$ cat src/hdl/tbm_pkg.sv
// tbm_pkg: shared widths, result kind codes, register indexes and the
// result record passed from the excursion tracker to the output register
// no dependencies
package tbm_pkg;

	localparam int TEMP_W  = 12;
	localparam int TIME_W  = 40;
	localparam int LIMIT_W = 32;
	localparam int COUNT_W = 32;
	localparam int KIND_W  = 2;
	localparam int INDEX_W = 1;
	localparam int DATA_W  = 32;

	// result kinds
	localparam logic [KIND_W-1:0] KIND_READING  = 2'd0;
	localparam logic [KIND_W-1:0] KIND_ALERT    = 2'd1;
	localparam logic [KIND_W-1:0] KIND_RESTORED = 2'd2;

	// configuration register indexes
	localparam logic [INDEX_W-1:0] CFG_THRESHOLD = 1'b0;
	localparam logic [INDEX_W-1:0] CFG_LIMIT     = 1'b1;

	// register reset values
	localparam logic signed [TEMP_W-1:0] THRESHOLD_RST = 12'sd128;
	localparam logic [LIMIT_W-1:0]       LIMIT_RST     = 32'd30000;

	// everything one item produces, before sequence numbering
	typedef struct packed {
		logic                     has_extra;
		logic [KIND_W-1:0]        extra_kind;
		logic signed [TEMP_W-1:0] temp;
		logic [TIME_W-1:0]        time_ms;
		logic                     above;
		logic [TIME_W-1:0]        exc_ms;
		logic [COUNT_W-1:0]       alert_no;
		logic signed [TEMP_W-1:0] peak;
	} result_t;

endpackage

$ cat src/hdl/tbm_in_stage.sv
// tbm_in_stage: input register for one sample item
// depends on tbm_pkg
module tbm_in_stage (
	input  logic                              clk,
	input  logic                              arst_n,
	input  logic                              in_valid,
	output logic                              in_ready,
	input  logic signed [tbm_pkg::TEMP_W-1:0] sample_temp,
	input  logic [tbm_pkg::TIME_W-1:0]        sample_time_ms,
	input  logic                              take,
	output logic                              valid_s1,
	output logic signed [tbm_pkg::TEMP_W-1:0] temp_s1,
	output logic [tbm_pkg::TIME_W-1:0]        time_s1
);

	// free when empty or when the held item moves on this cycle
	assign in_ready = !valid_s1 || take;

	// occupancy
	always_ff @(posedge clk or negedge arst_n) begin
		if (!arst_n) begin
			valid_s1 <= 1'b0;
		end else if (in_ready) begin
			valid_s1 <= in_valid;
		end
	end

	// payload
	always_ff @(posedge clk) begin
		if (in_ready && in_valid) begin
			temp_s1 <= sample_temp;
			time_s1 <= sample_time_ms;
		end
	end

endmodule

$ cat src/hdl/tbm_core.sv
// tbm_core: configuration registers, excursion state and the per-item
// threshold, elapsed-time and alert decisions
// depends on tbm_pkg
module tbm_core (
	input  logic                               clk,
	input  logic                               arst_n,
	input  logic                               cfg_we,
	input  logic [tbm_pkg::INDEX_W-1:0]        cfg_index,
	input  logic [tbm_pkg::DATA_W-1:0]         cfg_data,
	input  logic signed [tbm_pkg::TEMP_W-1:0]  temp_s1,
	input  logic [tbm_pkg::TIME_W-1:0]         time_s1,
	input  logic                               take,
	output tbm_pkg::result_t                   res
);

	logic signed [tbm_pkg::TEMP_W-1:0] threshold_q;
	logic [tbm_pkg::LIMIT_W-1:0]       limit_q;
	logic                              active_q;
	logic [tbm_pkg::TIME_W-1:0]        start_q;
	logic signed [tbm_pkg::TEMP_W-1:0] peak_q;
	logic                              alert_sent_q;
	logic [tbm_pkg::COUNT_W-1:0]       breach_total_q;

	logic                              above;
	logic [tbm_pkg::TIME_W-1:0]        start_eff;
	logic [tbm_pkg::TIME_W-1:0]        elapsed;
	logic                              alert_prev;
	logic                              fire;
	logic                              restore;
	logic signed [tbm_pkg::TEMP_W-1:0] peak_new;
	logic [tbm_pkg::COUNT_W-1:0]       breach_next;

	// configuration writes
	always_ff @(posedge clk or negedge arst_n) begin
		if (!arst_n) begin
			threshold_q <= tbm_pkg::THRESHOLD_RST;
			limit_q     <= tbm_pkg::LIMIT_RST;
		end else if (cfg_we) begin
			unique case (cfg_index)
				tbm_pkg::CFG_THRESHOLD: threshold_q <= cfg_data[tbm_pkg::TEMP_W-1:0];
				tbm_pkg::CFG_LIMIT:     limit_q     <= cfg_data[tbm_pkg::LIMIT_W-1:0];
				default:                limit_q     <= limit_q;
			endcase
		end
	end

	// threshold test and elapsed time, saturating at zero
	assign above      = temp_s1 > threshold_q;
	assign start_eff  = active_q ? start_q : time_s1;
	assign elapsed    = (time_s1 >= start_eff) ? (time_s1 - start_eff) : '0;
	assign alert_prev = active_q && alert_sent_q;
	assign fire       = above && !alert_prev &&
		(elapsed >= {{(tbm_pkg::TIME_W-tbm_pkg::LIMIT_W){1'b0}}, limit_q});
	assign restore    = !above && active_q && alert_sent_q;
	assign breach_next = breach_total_q + 1'b1;

	// running peak of the open excursion
	always_comb begin
		if (!active_q || temp_s1 > peak_q) begin
			peak_new = temp_s1;
		end else begin
			peak_new = peak_q;
		end
	end

	// result record for the output register
	always_comb begin
		res.has_extra  = fire || restore;
		res.extra_kind = fire ? tbm_pkg::KIND_ALERT : tbm_pkg::KIND_RESTORED;
		res.temp       = temp_s1;
		res.time_ms    = time_s1;
		res.above      = above;
		res.exc_ms     = (above || restore) ? elapsed : '0;
		res.alert_no   = breach_next;
		res.peak       = peak_q;
	end

	// excursion state, updated as the item moves to the output register
	always_ff @(posedge clk or negedge arst_n) begin
		if (!arst_n) begin
			active_q       <= 1'b0;
			start_q        <= '0;
			peak_q         <= '0;
			alert_sent_q   <= 1'b0;
			breach_total_q <= '0;
		end else if (take) begin
			if (above) begin
				active_q     <= 1'b1;
				start_q      <= start_eff;
				peak_q       <= peak_new;
				alert_sent_q <= alert_prev || fire;
				if (fire) begin
					breach_total_q <= breach_next;
				end
			end else if (active_q) begin
				active_q     <= 1'b0;
				start_q      <= '0;
				peak_q       <= '0;
				alert_sent_q <= 1'b0;
			end
		end
	end

endmodule

$ cat src/hdl/tbm_out_stage.sv
// tbm_out_stage: result register that sends the optional alert or restored
// item ahead of the reading, and numbers every result
// depends on tbm_pkg
module tbm_out_stage (
	input  logic                               clk,
	input  logic                               arst_n,
	input  logic                               valid_s1,
	input  tbm_pkg::result_t                   res,
	output logic                               take,
	output logic                               out_valid,
	input  logic                               out_ready,
	output logic [tbm_pkg::KIND_W-1:0]         event_kind,
	output logic signed [tbm_pkg::TEMP_W-1:0]  event_temp,
	output logic [tbm_pkg::TIME_W-1:0]         event_time_ms,
	output logic                               above_flag,
	output logic [tbm_pkg::TIME_W-1:0]         excursion_ms,
	output logic [tbm_pkg::COUNT_W-1:0]        alert_number,
	output logic signed [tbm_pkg::TEMP_W-1:0]  peak_temp,
	output logic [tbm_pkg::COUNT_W-1:0]        sequence_number,
	output logic                               last_flag
);

	logic             valid_s2;
	logic             extra_s2;
	tbm_pkg::result_t res_s2;
	logic [tbm_pkg::COUNT_W-1:0] seq_q;
	logic             out_fire;
	logic             is_alert;

	assign out_fire = valid_s2 && out_ready;
	// a new item loads once the last result of the held one leaves
	assign take     = valid_s1 && (!valid_s2 || (out_ready && !extra_s2));

	// occupancy and pending extra result
	always_ff @(posedge clk or negedge arst_n) begin
		if (!arst_n) begin
			valid_s2 <= 1'b0;
			extra_s2 <= 1'b0;
		end else if (take) begin
			valid_s2 <= 1'b1;
			extra_s2 <= res.has_extra;
		end else if (out_fire) begin
			if (extra_s2) begin
				extra_s2 <= 1'b0;
			end else begin
				valid_s2 <= 1'b0;
			end
		end
	end

	// payload
	always_ff @(posedge clk) begin
		if (take) begin
			res_s2 <= res;
		end
	end

	// sequence count of delivered results
	always_ff @(posedge clk or negedge arst_n) begin
		if (!arst_n) begin
			seq_q <= '0;
		end else if (out_fire) begin
			seq_q <= seq_q + 1'b1;
		end
	end

	// result fields: extra item first, then the reading
	assign is_alert        = res_s2.extra_kind == tbm_pkg::KIND_ALERT;
	assign out_valid       = valid_s2;
	assign event_kind      = extra_s2 ? res_s2.extra_kind : tbm_pkg::KIND_READING;
	assign event_temp      = res_s2.temp;
	assign event_time_ms   = res_s2.time_ms;
	assign above_flag      = extra_s2 ? is_alert : res_s2.above;
	assign excursion_ms    = (extra_s2 || res_s2.above) ? res_s2.exc_ms : '0;
	assign alert_number    = (extra_s2 && is_alert) ? res_s2.alert_no : '0;
	assign peak_temp       = (extra_s2 && !is_alert) ? res_s2.peak : '0;
	assign sequence_number = seq_q;
	assign last_flag       = !extra_s2;

endmodule

$ cat src/hdl/temperature_breach_monitor.sv
// temperature_breach_monitor: input register, excursion tracker, result register
// an accepted item waits in the input register until the result register takes it
// throughput: one result per cycle at the output while out_ready is high, so one item
// per cycle for a reading only; with an alert or restored it holds until both results leave
// reset: asynchronous active low; clears excursion state and counters, threshold 128, limit 30000
// depends on tbm_pkg, tbm_in_stage, tbm_core, tbm_out_stage
module temperature_breach_monitor (
	input  logic                               clk,
	input  logic                               arst_n,
	input  logic                               cfg_we,
	input  logic [tbm_pkg::INDEX_W-1:0]        cfg_index,
	input  logic [tbm_pkg::DATA_W-1:0]         cfg_data,
	input  logic                               in_valid,
	output logic                               in_ready,
	input  logic signed [tbm_pkg::TEMP_W-1:0]  sample_temp,
	input  logic [tbm_pkg::TIME_W-1:0]         sample_time_ms,
	output logic                               out_valid,
	input  logic                               out_ready,
	output logic [tbm_pkg::KIND_W-1:0]         event_kind,
	output logic signed [tbm_pkg::TEMP_W-1:0]  event_temp,
	output logic [tbm_pkg::TIME_W-1:0]         event_time_ms,
	output logic                               above_flag,
	output logic [tbm_pkg::TIME_W-1:0]         excursion_ms,
	output logic [tbm_pkg::COUNT_W-1:0]        alert_number,
	output logic signed [tbm_pkg::TEMP_W-1:0]  peak_temp,
	output logic [tbm_pkg::COUNT_W-1:0]        sequence_number,
	output logic                               last_flag
);

	logic                              valid_s1;
	logic signed [tbm_pkg::TEMP_W-1:0] temp_s1;
	logic [tbm_pkg::TIME_W-1:0]        time_s1;
	logic                              take;
	tbm_pkg::result_t                  res;

	// sample register
	tbm_in_stage u_in (
		.clk            (clk),
		.arst_n         (arst_n),
		.in_valid       (in_valid),
		.in_ready       (in_ready),
		.sample_temp    (sample_temp),
		.sample_time_ms (sample_time_ms),
		.take           (take),
		.valid_s1       (valid_s1),
		.temp_s1        (temp_s1),
		.time_s1        (time_s1)
	);

	// excursion tracking
	tbm_core u_core (
		.clk       (clk),
		.arst_n    (arst_n),
		.cfg_we    (cfg_we),
		.cfg_index (cfg_index),
		.cfg_data  (cfg_data),
		.temp_s1   (temp_s1),
		.time_s1   (time_s1),
		.take      (take),
		.res       (res)
	);

	// result register
	tbm_out_stage u_out (
		.clk             (clk),
		.arst_n          (arst_n),
		.valid_s1        (valid_s1),
		.res             (res),
		.take            (take),
		.out_valid       (out_valid),
		.out_ready       (out_ready),
		.event_kind      (event_kind),
		.event_temp      (event_temp),
		.event_time_ms   (event_time_ms),
		.above_flag      (above_flag),
		.excursion_ms    (excursion_ms),
		.alert_number    (alert_number),
		.peak_temp       (peak_temp),
		.sequence_number (sequence_number),
		.last_flag       (last_flag)
	);

endmodule

$ cat config.mk
export PLATFORM = sky130hd
export DESIGN_NAME = temperature_breach_monitor
export DESIGN_NICKNAME = d
export VERILOG_FILES = /design/src/hdl/tbm_pkg.sv /design/src/hdl/tbm_in_stage.sv /design/src/hdl/tbm_core.sv /design/src/hdl/tbm_out_stage.sv /design/src/hdl/temperature_breach_monitor.sv
export SDC_FILE = /design/constraint.sdc
export NUM_CORES = 1
export LEC_CHECK = 0
export BUFFER_PORTS_ARGS = -buffer_cell sky130_fd_sc_hd__buf_2
export CELL_PAD_IN_SITES_DETAIL_PLACEMENT = 0
export CELL_PAD_IN_SITES_GLOBAL_PLACEMENT = 1
export CORE_ASPECT_RATIO = 0.7
export CORE_MARGIN = 5
export CORE_UTILIZATION = 46
export CTS_CLUSTER_SIZE = 40
export DETAILED_ROUTE_END_ITERATION = 7
export PLACE_DENSITY = 0.88
export RECOVER_POWER = 25
export REMOVE_ABC_BUFFERS = 1
export SETUP_SLACK_MARGIN = 0.2
export SLEW_MARGIN = 20
export SYNTH_ARGS = -nofsm -noshare
export SYNTH_HDL_FRONTEND = slang
export SYNTH_SLANG_ARGS = --single-unit
$ cat constraint.sdc
create_clock -name clk -period 9.2 [get_ports clk]
set_input_delay 0 -clock clk [delete_from_list [all_inputs] [get_ports clk]]
set_output_delay 0 -clock clk [all_outputs]
set_load 0.005 [all_outputs]
==> results.sh, run 1 <==
export IMPL_ctsRootBufferMaster="clkbuf_16"
export IMPL_seq_area_frac_synth=0.5324
export IMPL_clk_pin_slew_ps=60
export IMPL_failed_checks="capacitance limit, slew limit"
export IMPL_synth_cell_type_count=70
export IMPL_clockBufferDepth=3
export IMPL_slew_violations=86
export IMPL_place_ws_ps=1872
export IMPL_drt_wirelength_per_cell_um=18.57
export IMPL_drt_pass1_iter_count=6
export IMPL_cts_htree_levels=2
export IMPL_vias=13490
export IMPL_ir_drop_mv=0.1519
export IMPL_grt_pass1_vias=13600
export IMPL_arrival_ps=7890
export IMPL_core_area_um2=39760
export IMPL_placed_cells=2362
export IMPL_drt_iter0_markers=1004
export IMPL_rsz0062_at_grt="no"
export IMPL_synth_seq_cells=356
export IMPL_cp_start_kind="register"
export IMPL_worst_pin_slew_ps=4844
export IMPL_grt_pass1_wl_um=74510
export IMPL_synth_edff_count=191
export IMPL_post_route_period_util=0.8127
export IMPL_grt_usage=0.2082
export IMPL_nNetsFinal=2156
export IMPL_fin_crit_ps=7476
export IMPL_nFillCells=3406
export IMPL_routed_wl_um=46990
export IMPL_num_rows=61
export IMPL_endpoint_kind="register"
export IMPL_finalSetupViolCount=0
export IMPL_synth_yosys_warnings=0
export IMPL_skew_ps=18.97
export IMPL_cts_setup_buffers=0
export IMPL_power_density_nw_per_um2=319.0
export IMPL_max_slew_margin=-2.230
export IMPL_max_cap_violations=1
export IMPL_fin_ws_ps=1724
export IMPL_avgSynthCellArea_um2=11.11
export IMPL_die_w_um=250.0
export IMPL_avgViaCountPerCell=5.332
export IMPL_synth_async_sr_flop_share=0.4635
export IMPL_drive_gt1_frac=0.1941
export IMPL_leakage_nw=9.750
export IMPL_grt_max_degree=86
export IMPL_dieArea_um2=44500
export IMPL_hpwl_um=34250
export IMPL_synth_cells=1670
export IMPL_crit_fanout=37
export IMPL_drc_errors=0
export IMPL_required_ps=9610
export IMPL_syn_cell_area_um2=18550
export IMPL_hold_viol_final=0
export IMPL_instances_no_fill=2530
export IMPL_grt_antenna_before_repair=0
export IMPL_synth_main_ff_cell="edfxtp_1"
export IMPL_max_freq_mhz=133.8
export IMPL_fin_setup_tns_ps=0
export IMPL_tritoncts="done"
export IMPL_start_util=0.4664
export IMPL_crit_type="register to register"
export IMPL_io_pins=264
export IMPL_grt_overflow=0
export IMPL_fp_dieH_um=178.0
export IMPL_ant_nets=0
export IMPL_port_buffer_count=263
export IMPL_insertion_delay_ps=530
export IMPL_cts_buffers=37
export IMPL_gp_congestion=0.9500
export IMPL_syn_to_final_growth_pct=19.92
export IMPL_outcome="finished, violations left"
export IMPL_cts_sinks=356
export IMPL_hp_class="input pin to register"
-- through the flow --
stage	hold slack (ps)	instance area [µm²]	total power [mW]	utilization
finish	170.1	22240	7.095	0.5593
global route	156.9	22240	7.587	0.5592
CTS	60.51	22230	7.114	0.5591
detailed placement	123.3	19970	5.459	0.5021
global placement	116.7	19970	5.406	0.5021
floorplan	-295.6	17840	4.428	-
-- routing by layer --
metal | GRT usage | vias up | wire length [µm]
li1 | - | 6435 | -
met1 | 0.2989 | 6578 | 21880
met3 | 0.04168 | 79 | 2824
met2 | 0.3284 | 397 | 21070
met4 | 0.05318 | 0 | 1216
met5 | 0 | - | 0
-- cell usage after synthesis, types with 24 or more instances --
cell type / instances / area (µm²)
nor2b_1: 46 / 287.8
mux2_2: 35 / 394.1
inv_1: 74 / 277.8
xnor2_1: 90 / 788.3
o21ai_0: 92 / 460.4
and2_1: 83 / 519.3
buf_4: 53 / 397.9
ha_1: 99 / 1239
nor2_1: 87 / 326.6
mux2i_1: 51 / 510.5
edfxtp_1: 191 / 5736
clkbuf_1: 54 / 202.7
nand3_1: 50 / 250.2
dfrtp_1: 157 / 3929
and3_1: 24 / 150.1
nand2_1: 154 / 578.1
a21oi_1: 61 / 305.3
nand4_1: 38 / 237.7
xor2_1: 37 / 324.1
-- sequential cells by signal, summed over array words and instances (netlist names) --
| name | flops |
|---|---|
| u_core.breach_total_q | 32 |
| u_out.sequence_number | 32 |
| u_core.limit_q | 32 |
| u_out.out_valid | 1 |
| u_core.start_q | 40 |
| u_out.extra_s2 | 1 |
| u_in.time_s1 | 40 |
| u_in.valid_s1 | 1 |
| u_out.event_temp | 12 |
| u_out.event_time_ms | 40 |
| u_core.active_q | 1 |
| u_out.res_s2 | 87 |
| u_in.temp_s1 | 12 |
| u_core.alert_sent_q | 1 |
| u_core.peak_q | 12 |
| u_core.threshold_q | 12 |
-- placed cells by master, fill, tap and decap left out, drive strengths merged, types with 12 or more instances in the layout --
| master | n |
|---|---|
| buf | 264 |
| edfxtp | 191 |
| dfrtp | 157 |
| nand2 | 155 |
| ha | 99 |
| dlygate4sd3 | 99 |
| o21ai | 94 |
| xnor2 | 90 |
| nor2 | 87 |
| and2 | 83 |
| inv | 77 |
| a21oi | 61 |
| clkbuf | 58 |
| mux2i | 51 |
| nand3 | 50 |
| nor2b | 46 |
| nand4 | 40 |
| xor2 | 37 |
| mux2 | 36 |
| and3 | 24 |
| nor3 | 23 |
| o21a | 15 |
| clkinv | 13 |
| nand2b | 12 |
-- where the power goes --
part / switching [mW] / internal, mW / leakage [nW]
Sequential: 0.217 / 2.18 / 3.94
Clock: 0.625 / 0.957 / 0.628
Combinational: 1.90 / 1.22 / 5.18
-- cell families after synthesis --
logic type,share of synthesized area
adder cells (fa/ha/maj),0.06787
AO/OA/AOI/OAI,0.08123
buffers and inverters,0.05309
AND/OR/NAND/NOR,0.1558
XOR/XNOR,0.05997
multiplexers,0.04958
flip-flops,0.5324
-- area by class of cell --
class	instances	area [µm²]	area share
Sequential cell	356	9876	0.4441
Multi-Input combinational cell	1119	7709	0.3466
Timing Repair Buffer	378	2431	0.1093
Clock buffer	43	969.7	0.04360
Tap cell	535	669.4	0.03010
Clock inverter	24	305.3	0.01373
Inverter	74	277.8	0.01249
Antenna cell	1	2.502	0.0001125
-- worst paths after layout --
path	startpoint	end	slack (ps)	depth (start not counted)
worst min register to register	u_core.peak_q[6]$_DFFE_PN0P_	u_out.res_s2[6]$_DFFE_PP_	440	0
max in group asynchronous	arst_n	u_core.active_q$_DFFE_PN0P_	4330	2
worst min-delay path	cfg_we	u_core.limit_q[14]$_DFFE_PN1P_	170	4
min in group asynchronous	arst_n	u_core.peak_q[1]$_DFFE_PN0P_	1760	2
worst max register to register	u_core.active_q$_DFFE_PN0P_	u_core.breach_total_q[1]$_DFFE_PN0P_	1720	21
worst max-delay path	u_core.active_q$_DFFE_PN0P_	u_core.breach_total_q[1]$_DFFE_PN0P_	1720	21
-- worst max-delay path, cell delays in order, from the launching register on --
cell	delay, ps
dfrtp_2	1080
mux2i_1	240
ha_1	490
nand4_2	160
or3_1	420
or4_4	530
nand3_1	110
a21oi_1	90
o31ai_1	670
buf_4	290
nand2b_1	70
ha_1	280
nand2b_1	140
a2111oi_0	410
o21ai_0	170
a31oi_1	320
o21ai_0	140
and4bb_4	390
o2111ai_1	130
nand4b_4	540
nand2_1	310
mux2_4	320
-- timing repair --
action                    CTS  global route
hold buffers               99             0
resized for setup           0             0
hold endpoints to repair  180             0
Note: power is estimated with default switching activity, not from simulation.
==> run 2, diff against run 1 <==
- clock period: 9.2 -> 7.29 ns (I/O delays scaled with it)
==> run 2 against run 1 <==
- the flow still finishes with violations (capacitance limit, slew limit)
- clock power up 24%
- via count up 0.30%
- utilization up 0.076 points
- sequential share of layout area down 0.060 points
- critical endpoint is now u_core.breach_total_q[23]$_DFFE_PN0P_
- combinational power up 29%
==> results.sh, run 2 (synthesis results as in run 1) <==
export IMPL_start_util=0.4664
export IMPL_insertion_delay_ps=530
export IMPL_slew_violations=87
export IMPL_grt_antenna_before_repair=2
export IMPL_ctsRootBufferMaster="clkbuf_16"
export IMPL_gp_congestion=0.9267
export IMPL_dieArea_um2=44500
export IMPL_die_w_um=250.0
export IMPL_max_freq_mhz=154.3
export IMPL_ir_drop_mv=0.2039
export IMPL_grt_pass1_wl_um=75620
export IMPL_design_area_um2=22270
export IMPL_cp_start_kind="register"
export IMPL_fin_crit_ps=6482
export IMPL_outcome="finished, violations left"
export IMPL_cts_buffers=36
export IMPL_avgViaCountPerCell=5.333
export IMPL_largest_reg_flops=87
export IMPL_grt_usage=0.2117
export IMPL_finalSetupViolCount=0
export IMPL_grt_overflow=0
export IMPL_power_density_nw_per_um2=403.5
export IMPL_dpl_cell_area_um2=19980
export IMPL_nNetsFinal=2161
export IMPL_tritoncts="done"
export IMPL_hpwl_um=34770
export IMPL_drc_errors=0
export IMPL_rsz0062_at_grt="no"
export IMPL_cts_setup_buffers=0
export IMPL_final_util=0.5601
export IMPL_hp_class="input pin to register"
export IMPL_failed_checks="capacitance limit, slew limit"
export IMPL_post_route_period_util=0.8892
export IMPL_crit_type="register to register"
export IMPL_clockBufferDepth=3
export IMPL_arrival_ps=6890
export IMPL_grt_pass1_vias=13760
export IMPL_drt_wirelength_per_cell_um=19.07
export IMPL_cpLargestDelayFamily="simple AND/OR/NAND/NOR gates"
export IMPL_hold_viol_final=0
export IMPL_core_area_um2=39760
export IMPL_grt_max_degree=87
export IMPL_grt_use_met1=0.3055
export IMPL_skew_ps=17.08
export IMPL_fp_dieH_um=178.0
export IMPL_drt_iter0_markers=1036
export IMPL_ant_nets=0
export IMPL_rrSetupSlack_ps=810
export IMPL_worst_pin_slew_ps=5031
export IMPL_final_common_cell="buf_2"
export IMPL_instances_no_fill=2537
export IMPL_layout_common_cells="253 x buf_2, 191 x edfxtp_1, 156 x dfrtp_1"
export IMPL_grt_use_met2=0.3367
export IMPL_placed_cells=2364
export IMPL_clk_pin_slew_ps=70
export IMPL_leakage_nw=9.757
export IMPL_path_cells="buf_4, mux2i_1, ha_1, nand4_1, a2111oi_0, o31ai_1, buf_4, o21bai_1, xnor2_1, nor2_1, ha_1, nand2_1, nor3_1, nand3_1, o21ai_0, and4bb_4, nand2_4, nor3b_2, nand3b_1, xnor2_1"
export IMPL_cts_htree_levels=2
export IMPL_cp_slowest_stage_delay_ps=840
export IMPL_cts_sinks=356
export IMPL_top_register="u_out.res_s2"
export IMPL_syn_to_final_growth_pct=20.08
export IMPL_endpoint_kind="register"
export IMPL_fin_setup_tns_ps=0
export IMPL_vias=13530
export IMPL_critPathBufInv=2
export IMPL_grtUsageMet3=0.03979
export IMPL_io_pins=264
export IMPL_drt_pass1_iter_count=5
export IMPL_busiest_layer="met2"
export IMPL_num_rows=61
export IMPL_max_slew_margin=-2.354
export IMPL_required_ps=7700
export IMPL_crit_fanout=25
export IMPL_drive_gt1_frac=0.1976
export IMPL_crit_slowest_cell="nor3b_2"
export IMPL_port_buffer_count=263
export IMPL_max_cap_violations=1
export IMPL_routed_wl_um=48380
==> run 2: cell types whose count changed in the layout (fill, tap and decap cells not counted), sizes merged <==
cell | before | now
clkinv | 13 | 8
nor3b | 2 | 3
buf | 264 | 270
diode | 1 | 3
inv | 77 | 78
dlygate4sd3 | 99 | 102
bufinv | 7 | 6
==> run 2: final cells by class <==
class | instances | area [µm²]
Antenna cell | 3 | 7.507
Sequential cell | 356 | 9876
Timing Repair Buffer | 383 | 2474
Tap cell | 535 | 669.4
Clock buffer | 47 | 973.4
Multi-Input combinational cell | 1120 | 7729
Fill cell | 3386 | 17490
Inverter | 74 | 277.8
Clock inverter | 19 | 264.0
==> run 2: per-stage QoR <==
stage | setup WS, ps | hold slack, ps | power (mW)
finish | 807.6 | 176.2 | 8.985
global route | 263.2 | 157.5 | 9.587
CTS | 492.5 | 43.58 | 9.001
detailed placement | 183.0 | 138.8 | 6.940
global placement | 377.4 | 109.0 | 6.887
floorplan | -6.101 | -295.6 | 5.588
==> run 2: routing by layer <==
metal	wire [µm]	vias to the layer above
met5	0	-
met4	969	0
met3	2935	72
met2	22100	380
met1	22380	6626
li1	-	6451
==> run 2: what timing repair did <==
item                       in CTS  in global routing
setup endpoints to repair       1                 32
gates resized for setup         0                  1
hold endpoints to repair      181                  0
gates cloned                    1                  0
pin swaps                       0                  0
hold buffers                  102                  0
==> run 2: path summary, 6_finish.rpt <==
| check | from | endpoint | cells after the start |
|---|---|---|---|
| setup / recovery | u_core.active_q$_DFFE_PN0P_ | u_core.breach_total_q[23]$_DFFE_PN0P_ | 20 |
| hold / removal | sample_temp[7] | u_in.temp_s1[7]$_DFFE_PP_ | 2 |
| setup reg to reg | u_core.active_q$_DFFE_PN0P_ | u_core.breach_total_q[23]$_DFFE_PN0P_ | 20 |
| hold reg to reg | u_core.peak_q[4]$_DFFE_PN0P_ | u_out.res_s2[4]$_DFFE_PP_ | 0 |
| max in group asynchronous | arst_n | u_core.active_q$_DFFE_PN0P_ | 2 |
| min in group asynchronous | arst_n | u_core.peak_q[1]$_DFFE_PN0P_ | 2 |
==> run 2: power by group <==
group	internal [mW]	leakage [nW]	total, mW	switching (mW)
logic	1.55	5.21	4.02	2.47
clock network	1.17	0.604	1.96	0.790
registers	2.75	3.94	3.01	0.255
total	5.47	9.76	8.99	3.52
